==> config.mk <==
export PLATFORM = sky130hd
export DESIGN_NAME = v_disparity_row_histogram
export DESIGN_NICKNAME = d
export VERILOG_FILES = /design/src/vdrh_pkg.sv /design/src/vdrh_bin_ram.sv /design/src/vdrh_out_queue.sv /design/src/v_disparity_row_histogram.sv
export SDC_FILE = /design/constraint.sdc
export NUM_CORES = 2
export LEC_CHECK = 0
export BUFFER_PORTS_ARGS = -buffer_cell sky130_fd_sc_hd__buf_4
export CORE_AREA = 2 2 513 515
export DETAILED_ROUTE_END_ITERATION = 6
export DIE_AREA = 0 0 515 517
export GPL_TIMING_DRIVEN = 0
export HOLD_SLACK_MARGIN = 0.12
export PLACE_DENSITY = 0.61
export SLEW_MARGIN = 10
export SYNTH_ARGS = -nofsm -noshare
export SYNTH_HDL_FRONTEND = slang
export SYNTH_SLANG_ARGS = --single-unit
export TNS_END_PERCENT = 50
==> constraint.sdc <==
create_clock -name clk -period 11.9 [get_ports clk]
set_input_delay 2.38 -clock clk [delete_from_list [all_inputs] [get_ports clk]]
set_output_delay 2.38 -clock clk [all_outputs]
set_load 0.02 [all_outputs]
==> src/vdrh_pkg.sv <==
// ----------------------------------------------------------------------------
// vdrh_pkg: shared types and constants for the v-disparity row histogram
// Bin geometry, command codes, RAM write bundle and output queue sizing.
// ----------------------------------------------------------------------------
`timescale 1ns / 1ps

package vdrh_pkg;

    localparam int BIN_W       = 8;
    localparam int ADDR_W      = 8;
    localparam int NUM_BINS    = 256;
    localparam logic [BIN_W-1:0] BIN_MAX     = 8'd255;
    localparam logic [BIN_W-1:0] LIMIT_RESET = 8'd250;

    // Command carried in tuser
    localparam logic CMD_ACCUM = 1'b0;
    localparam logic CMD_READ  = 1'b1;

    // Output queue
    localparam int QUEUE_DEPTH = 4;
    localparam int QPTR_W      = 2;
    localparam int QCNT_W      = 3;

    typedef struct packed {
        logic              en;
        logic [ADDR_W-1:0] addr;
        logic [BIN_W-1:0]  data;
    } bin_wr_t;

endpackage

==> src/vdrh_bin_ram.sv <==
// ----------------------------------------------------------------------------
// vdrh_bin_ram: histogram bin storage
// 256 x 8 RAM with registered read, per-entry valid flags cleared at reset,
// and a bypass for a read that meets a write to the same bin.
// ----------------------------------------------------------------------------
`timescale 1ns / 1ps

module vdrh_bin_ram
(
    input  logic                         clk,
    input  logic                         rst_n,
    input  logic                         rd_en,
    input  logic [vdrh_pkg::ADDR_W-1:0]  rd_addr,
    output logic [vdrh_pkg::BIN_W-1:0]   rd_data,
    input  vdrh_pkg::bin_wr_t            wr
);

    logic [vdrh_pkg::BIN_W-1:0]  mem [vdrh_pkg::NUM_BINS];
    logic [vdrh_pkg::NUM_BINS-1:0] vld_reg;

    logic [vdrh_pkg::BIN_W-1:0]  mem_q_reg;
    logic                        vld_q_reg;
    logic                        byp_reg;
    logic [vdrh_pkg::BIN_W-1:0]  byp_data_reg;

    always_ff @(posedge clk)
    begin
        if (wr.en)
        begin
            mem[wr.addr] <= wr.data;
        end
        if (rd_en)
        begin
            mem_q_reg    <= mem[rd_addr];
            byp_data_reg <= wr.data;
        end
    end

    always_ff @(posedge clk or negedge rst_n)
    begin
        if (!rst_n)
        begin
            vld_reg   <= '0;
            vld_q_reg <= 1'b0;
            byp_reg   <= 1'b0;
        end
        else
        begin
            if (wr.en)
            begin
                vld_reg[wr.addr] <= 1'b1;
            end
            if (rd_en)
            begin
                vld_q_reg <= vld_reg[rd_addr];
                byp_reg   <= wr.en && (wr.addr == rd_addr);
            end
        end
    end

    // never-written bin reads as zero
    always_comb
    begin
        if (byp_reg)
        begin
            rd_data = byp_data_reg;
        end
        else if (vld_q_reg)
        begin
            rd_data = mem_q_reg;
        end
        else
        begin
            rd_data = '0;
        end
    end

endmodule

==> src/vdrh_out_queue.sv <==
// ----------------------------------------------------------------------------
// vdrh_out_queue: result queue
// Four-entry register FIFO holding read results for the master side.
// ----------------------------------------------------------------------------
`timescale 1ns / 1ps

module vdrh_out_queue
(
    input  logic                         clk,
    input  logic                         rst_n,
    input  logic                         push,
    input  logic [vdrh_pkg::BIN_W-1:0]   push_data,
    output logic                         out_valid,
    input  logic                         out_ready,
    output logic [vdrh_pkg::BIN_W-1:0]   out_data,
    output logic [vdrh_pkg::QCNT_W-1:0]  level
);

    logic [vdrh_pkg::BIN_W-1:0]  q_reg [vdrh_pkg::QUEUE_DEPTH];
    logic [vdrh_pkg::QPTR_W-1:0] wptr_reg, wptr_next;
    logic [vdrh_pkg::QPTR_W-1:0] rptr_reg, rptr_next;
    logic [vdrh_pkg::QCNT_W-1:0] cnt_reg, cnt_next;
    logic                        pop;

    assign out_valid = (cnt_reg != '0);
    assign out_data  = q_reg[rptr_reg];
    assign level     = cnt_reg;
    assign pop       = out_valid && out_ready;

    always_comb
    begin
        wptr_next = push ? wptr_reg + 1'b1 : wptr_reg;
        rptr_next = pop  ? rptr_reg + 1'b1 : rptr_reg;
        cnt_next  = cnt_reg + {{(vdrh_pkg::QCNT_W-1){1'b0}}, push}
                            - {{(vdrh_pkg::QCNT_W-1){1'b0}}, pop};
    end

    always_ff @(posedge clk)
    begin
        if (push)
        begin
            q_reg[wptr_reg] <= push_data;
        end
    end

    always_ff @(posedge clk or negedge rst_n)
    begin
        if (!rst_n)
        begin
            wptr_reg <= '0;
            rptr_reg <= '0;
            cnt_reg  <= '0;
        end
        else
        begin
            wptr_reg <= wptr_next;
            rptr_reg <= rptr_next;
            cnt_reg  <= cnt_next;
        end
    end

    // no push into a full queue unless one leaves
    a_no_overflow: assert property (@(posedge clk) disable iff (!rst_n)
        (push && (cnt_reg == vdrh_pkg::QCNT_W'(vdrh_pkg::QUEUE_DEPTH))) |-> pop)
        else $error("result queue overflow");

    a_cnt_range: assert property (@(posedge clk) disable iff (!rst_n)
        cnt_reg <= vdrh_pkg::QCNT_W'(vdrh_pkg::QUEUE_DEPTH))
        else $error("result queue count out of range");

endmodule

==> src/v_disparity_row_histogram.sv <==
// ----------------------------------------------------------------------------
// v_disparity_row_histogram: per-row depth histogram for a v-disparity map
// A read's count goes via the RAM read register and stage 1 to the queue.
// Throughput: one request per cycle while s_tready is high, set by the
// single bin RAM port pair (read at accept, write next cycle, same-bin
// bypass). Reset: async active-low; all 256 bins read zero right after
// reset via per-bin valid flags, depth_limit returns to 250. No clearing sweep.
// ----------------------------------------------------------------------------
`timescale 1ns / 1ps

module v_disparity_row_histogram
(
    input  logic                        clk,
    input  logic                        rst_n,
    // config: depth_limit
    input  logic                        cfg_valid,
    output logic                        cfg_ready,
    input  logic [7:0]                  cfg_data,
    // request stream
    input  logic                        s_tvalid,
    output logic                        s_tready,
    input  logic [15:0]                 s_tdata,   // [7:0] depth, [15:8] bin_index
    input  logic                        s_tuser,   // [0] cmd
    // result stream
    output logic                        m_tvalid,
    input  logic                        m_tready,
    output logic [7:0]                  m_tdata    // [7:0] count
);

    logic                          accept;
    logic                          in_cmd;
    logic [vdrh_pkg::BIN_W-1:0]    in_depth;
    logic [vdrh_pkg::ADDR_W-1:0]   in_bin;
    logic [vdrh_pkg::ADDR_W-1:0]   rd_addr;

    logic [vdrh_pkg::BIN_W-1:0]    limit_reg;

    // stage 1: request waiting on RAM read data
    logic                          s1_valid_reg;
    logic                          s1_cmd_reg;
    logic [vdrh_pkg::ADDR_W-1:0]   s1_addr_reg;

    logic [vdrh_pkg::BIN_W-1:0]    old_count;
    vdrh_pkg::bin_wr_t             wr;
    logic                          push;
    logic                          s1_rd;
    logic [vdrh_pkg::QCNT_W-1:0]   q_level;
    logic [vdrh_pkg::QCNT_W-1:0]   pending;

    assign in_cmd   = s_tuser;
    assign in_depth = s_tdata[7:0];
    assign in_bin   = s_tdata[15:8];
    assign accept   = s_tvalid && s_tready;
    assign rd_addr  = (in_cmd == vdrh_pkg::CMD_READ) ? in_bin : in_depth;

    // Space in the queue is reserved for every read in flight, so stage 1
    // never stalls and the RMW order is fixed by acceptance order.
    assign s1_rd    = s1_valid_reg && (s1_cmd_reg == vdrh_pkg::CMD_READ);
    assign pending  = q_level + {{(vdrh_pkg::QCNT_W-1){1'b0}}, s1_rd};
    assign s_tready = (pending < vdrh_pkg::QCNT_W'(vdrh_pkg::QUEUE_DEPTH));

    assign cfg_ready = 1'b1;

    always_ff @(posedge clk or negedge rst_n)
    begin
        if (!rst_n)
        begin
            limit_reg <= vdrh_pkg::LIMIT_RESET;
        end
        else if (cfg_valid && cfg_ready)
        begin
            limit_reg <= cfg_data;
        end
    end

    always_ff @(posedge clk or negedge rst_n)
    begin
        if (!rst_n)
        begin
            s1_valid_reg <= 1'b0;
        end
        else
        begin
            s1_valid_reg <= accept;
        end
    end

    always_ff @(posedge clk)
    begin
        if (accept)
        begin
            s1_cmd_reg  <= in_cmd;
            s1_addr_reg <= rd_addr;
        end
    end

    vdrh_bin_ram u_ram
    (
        .clk     (clk),
        .rst_n   (rst_n),
        .rd_en   (accept),
        .rd_addr (rd_addr),
        .rd_data (old_count),
        .wr      (wr)
    );

    // Read-modify-write: a read clears the bin, an accumulate below the
    // limit bumps it unless already saturated.
    always_comb
    begin
        wr.addr = s1_addr_reg;
        if (s1_cmd_reg == vdrh_pkg::CMD_READ)
        begin
            wr.en   = s1_valid_reg;
            wr.data = '0;
        end
        else
        begin
            wr.en   = s1_valid_reg && (s1_addr_reg < limit_reg)
                      && (old_count != vdrh_pkg::BIN_MAX);
            wr.data = old_count + 1'b1;
        end
    end

    assign push = s1_rd;

    vdrh_out_queue u_queue
    (
        .clk       (clk),
        .rst_n     (rst_n),
        .push      (push),
        .push_data (old_count),
        .out_valid (m_tvalid),
        .out_ready (m_tready),
        .out_data  (m_tdata),
        .level     (q_level)
    );

    a_s1_follows_accept: assert property (@(posedge clk) disable iff (!rst_n)
        accept |=> s1_valid_reg)
        else $error("accepted request did not reach stage 1");

    a_read_gives_result: assert property (@(posedge clk) disable iff (!rst_n)
        s1_rd |=> m_tvalid)
        else $error("read request produced no result");

endmodule
### Yosys cells after proc, flatten, opt, wreduce, memory -nomap -nowiden

Memories as Yosys holds them, arrays and structs flattened. A register that Yosys moved wholly into a read port is not among the register bits.
Index checks and enable logic that the tools add are counted.
Widths: inputs -> output; s select.

* register bits: 291
* RAM bits: 2080
* bits of input ports: 30
* output and inout bits: 11
* word-level logic and storage cells: 47
* memories: 2

Memories
* u_ram.mem: words 256, width 8, read ports 1, clocked after memory_dff 1, wr ports 1, line vdrh_bin_ram.sv:18 `logic [vdrh_pkg::BIN_W-1:0] mem [vdrh_pkg::NUM_BINS];`
* u_queue.q_reg: words 4, width 8, read ports 1, clocked after memory_dff 0, wr ports 1, line vdrh_out_queue.sv:19 `logic [vdrh_pkg::BIN_W-1:0] q_reg [vdrh_pkg::QUEUE_DEPTH];`

* $add $sub $neg: 5
* $lt $le $gt $ge: 5
* equality and inequality tests: 2
* mux-type cells: 13
* bitwise gates (word level): 1
* reductions and logical operators: 8

Operator list (number)
* $or 256x256->256: 1
* $mux 8: 4
* $lt 8x9->1 const B: 2
* $add 8x1->8 const B: 1
* $bmux 1 s8: 1
* $demux 1 s8: 1
* $eq 8x8->1: 1
* $ge 8x1->1 const B: 1
* $lt 8x8->1: 1
* $ne 8x8->1 const B: 1
* $logic_and 1x1->1: 7
* $mux 1: 7
* $add 2x1->2 const B: 2
* $add 3x1->3: 1
* $lt 3x3->1 const B: 1
* $reduce_bool 3->1: 1
* $sub 3x1->3: 1

### Longest topological paths before layout

* depth after elaboration: 7
* depth in mapped cells: 15
* gate-level depth less buffers: 11

### Cells and area by module

From an unflattened synthesis, not the netlist that was laid out.

* cell total of the unflattened synthesis: 4491
* area total of the unflattened synthesis: 92084.6 um^2

By module, submodules not included
* vdrh_bin_ram: instances 1, cells each 4315, area each 89475.8 um^2, sequential area each 68435.6 um^2
* vdrh_out_queue: instances 1, cells each 76, area each 1551.5 um^2, sequential area each 1136.1 um^2
* v_disparity_row_histogram: instances 1, cells each 100, area each 1057.3 um^2, sequential area each 503.0 um^2

### Worst setup path before layout

No wires, ideal clock.

* path kind: flip-flop to flip-flop
* start point: reg u_ram.byp_reg
* end point: reg u_ram.byp_data_reg[4] (netlist name) (data pin)
* setup time: 1.578 ns
* arrival time: 8.575 ns
* required time: 10.322 ns
* path slack: 1.747 ns
* stages on the path, launching flop included: 7
* path buffers: 1
* period minus slack after synthesis: 10.153 ns
* cells stage by stage: dfrtp_1 -> clkbuf_1 -> o21ai_0 -> ha_1 -> nand2_1 -> or3_1 -> a21oi_1

RTL lines
* from (decl): line vdrh_bin_ram.sv:23 `logic byp_reg;`
* from (signal assigned): line vdrh_bin_ram.sv:56 `byp_reg <= wr.en && (wr.addr == rd_addr);`
* to (signal assigned): line vdrh_bin_ram.sv:35 `byp_data_reg <= wr.data;`
* to (decl): line vdrh_bin_ram.sv:24 `logic [vdrh_pkg::BIN_W-1:0] byp_data_reg;`

### Final worst setup path

* start point: in s_tuser
* end point: reg u_ram.mem_q_reg[6] (netlist name) (read register of u_ram.mem) (data pin)

* word-level cells in the longest chain between the ends: 1

RTL lines
* from (decl): line v_disparity_row_histogram.sv:23 `input logic s_tuser,`
* $mux 8: line v_disparity_row_histogram.sv:54 `assign rd_addr = (in_cmd == vdrh_pkg::CMD_READ) ? in_bin : in_depth;`
* to (decl): line vdrh_bin_ram.sv:21 `logic [vdrh_pkg::BIN_W-1:0] mem_q_reg;`

Every way passes these cells.
A chain may end at the register's enable or synchronous reset.

==> results_dict.tcl <==
set metrics [dict create \
    syn2layout_area_growth_pct 17.89 \
    violations "DRC, capacitance limit, slew limit" \
    largest_register_ff_count 2048 \
    final.fill_count 23497 \
    ys_ff_latch 2379 \
    num_rows 188 \
    placed_cells 11195 \
    cts_sinks 2379 \
    rr_startpoint "limit_reg[6]" \
    cp_max_fo 10 \
    critPathLaunchType "input port" \
    wl_per_cell_um 30.57 \
    fin_ws_ns 3.168 \
    timing.final.crit_share_pct 73.38 \
    rrSetupSlack_ns 5.74 \
    slowest_stage "a32oi_1" \
    final_antenna_net_count 0 \
    fin_nets 8058 \
    drtIter0Drc 11506 \
    period_needed_ns 8.732 \
    finalNonFillerCells 11646 \
    yosysTopAreaCellShare_pct 65.92 \
    clkTransAtPathRegs_ns 0.06 \
    worst_hold_slack_ns 0.4634 \
    post_cts_buffers 0 \
    hp-start "u_ram.vld_reg[125]" \
    crit_chain "buf_4, buf_6, mux2i_1, nor2_1, buf_2, clkbuf_1, clkbuf_1, a32oi_1, a31oi_1, or3_1, a22oi_1, o221ai_1" \
    gp_congestion 1.023 \
    crit_buf_inv 5 \
    die_height_um 517 \
    die_area_sq_um 266300 \
    grt_pass1_wl_mm 491.9 \
    antenna_found_initial 31 \
    dp_hpwl_mm 259.7 \
    synth_largest_area_cell "edfxtp_1" \
    hold_buffers 0 \
    synth_edf_count 2105 \
    slew_headroom_pct -3.179 \
    io_pins 41 \
    max_stage_delay_ns 1.28 \
    worstMarginPinSlew_ns 1.548 \
    r2r_end "u_ram.mem[58][3]" \
    ys_top_cells_by_count "2121 x nand2_1, 2105 x edfxtp_1, 699 x nand3_1, 300 x a31oi_1, 268 x dfrtp_1" \
    hold_end "u_ram.vld_reg[125]" \
    initial_core_util_pct 36.72 \
    place_ws_ns 2.824 \
    cp_top_family "compound AO/OA/AOI/OAI gates" \
    reg2reg_depth 9 \
    die_x_um 515 \
    fmax_mhz 114.5 \
    synth.avg_cell_area_sq_um 12.87 \
    drt_wl_total_mm 356.0 \
    placedInstanceArea_sq_um 105100 \
    io_buffers 39 \
    p_leak_uw 0.04087 \
    synthCells 7450 \
    drc 3 \
    hold_class "flop to flop" \
    post_cts_resized 0 \
    h-tree-depth 4 \
    grt_max_degree 102 \
    grt_pass1_vias 64220 \
    whs_path_depth 1 \
    fin_area_sq_um 113000 \
    slew_viol_final 11 \
    synthArstFlopShare_pct 11.52 \
    yosys_warnings 0 \
    cts_tree "yes" \
    path_class "input port to flop" \
    ys.flop_type "edfxtp_1" \
    cts_made_buffers 234 \
    yosysMostFrequentCell "nand2_1" \
    grt-ovfl-total 0 \
    vias 68448 \
    cts.path.max_buffers 3 \
    insertion_delay_ns 0.93 \
    fin_tns_setup_ns 0 \
    synth_cell_type_count 58 \
    grt_usage_pct 26.19 \
    power.density_nw_per_um2 184.8 \
    drive_gt1_share_pct 15.86 \
    syn_area_sq_um 95890 \
    hold_viol_final 0 \
    fin_skew_ns 0.07343 \
    finalSetupViolations 0 \
    drv_cap 1 \
    crit_path_end_kind "flop" \
    root_buffer "clkbuf_16" \
    core-area_sq_um 261100 \
    required_ns 12.41 \
    syn-num-nets 7496 \
    first_pass_iters 7 \
    crit_top_cell "clkbuf_1" \
    status "finished, violations left" \
    rsz0062_at_grt "false" \
    synthTopCellsByArea "edfxtp_1 66%, nand2_1 8.3%, dfrtp_1 7.0%" \
    peakVddDrop_uv 151.5 \
    viasPerCell 5.877 \
    yosysSeqAreaShare_pct 73.08 \
    crit_arrival_ns 9.24 \
]
[metrics by stage]
step | util [%] | power [uW]
6_report | 43.29 | 20880
5_1_grt | 43.29 | 21320
4_1_cts | 43.27 | 20780
3_5_place_dp | 40.24 | 13250
3_3_place_gp | 38.48 | 13240
2_1_floorplan | - | 11580
[placed cells by master (no fill, tap or decap), types with 198 or more instances in the layout]
master     instances
and3_1           233
nand2_1         2121
clkbuf_1         246
a31oi_1          300
nand3_1          699
buf_4            198
edfxtp_1        2105
dfrtp_1          268
buf_2            217
clkbuf_16        234
[worst max path at each step]
stage | startpoint | to | slack [ns] | cells past startpoint
2_1_floorplan | u_ram.byp_reg | u_ram.byp_data_reg[4] | 1.75 | 6
3_3_place_gp | u_ram.byp_reg | u_ram.mem[74][4] | -10.69 | 6
3_5_place_dp | s_tuser | u_ram.mem_q_reg[6] | 2.82 | 12
4_1_cts | s_tuser | u_ram.mem_q_reg[6] | 3.76 | 12
5_1_grt | s_tuser | u_ram.mem_q_reg[6] | 3.66 | 12
6_report | s_tuser | u_ram.mem_q_reg[6] | 3.17 | 12
[cells by family after synthesis]
kind of cell               count (synthesis)  synth area share (%)
xor gates and xnor gates                  17                0.1553
DFF                                     2379                 73.08
AOI/OAI and AO/OA                        712                 5.384
and+or+nand+nor                         3610                 16.80
other                                      1              0.003911
adders and majority gates                 16                0.2088
buffers and inverters                    553                 2.464
muxes                                    162                 1.906
[area by class of cell]
class | count | area [sq um] | area share (%)
Clock inverter | 157 | 1795 | 1.588
Inverter | 25 | 93.84 | 0.08301
Antenna cell | 9 | 22.52 | 0.01992
Tap cell | 3420 | 4279 | 3.785
Sequential cell | 2379 | 70070 | 61.99
Buffer | 528 | 2291 | 2.027
Multi-Input combinational cell | 4518 | 24720 | 21.87
Timing Repair Buffer | 326 | 3633 | 3.214
Clock buffer | 284 | 6133 | 5.426
[power by group]
group,switching (uW),leakage [uW],internal [uW]
clock network,3340,0.00388,4340
logic,2500,0.0137,856
registers,122,0.0233,9730
total,5960,0.0409,14900
[metal layers]
metal  part of all wire [%]  up-vias  track usage, %
li1                       -    28529               -
met4                    6.4       20           14.40
met2                     43     4696           38.69
met5                  0.043        -               0
met3                     12      940           6.629
met1                     39    34263           35.31
(Power assumes the default switching activity.)
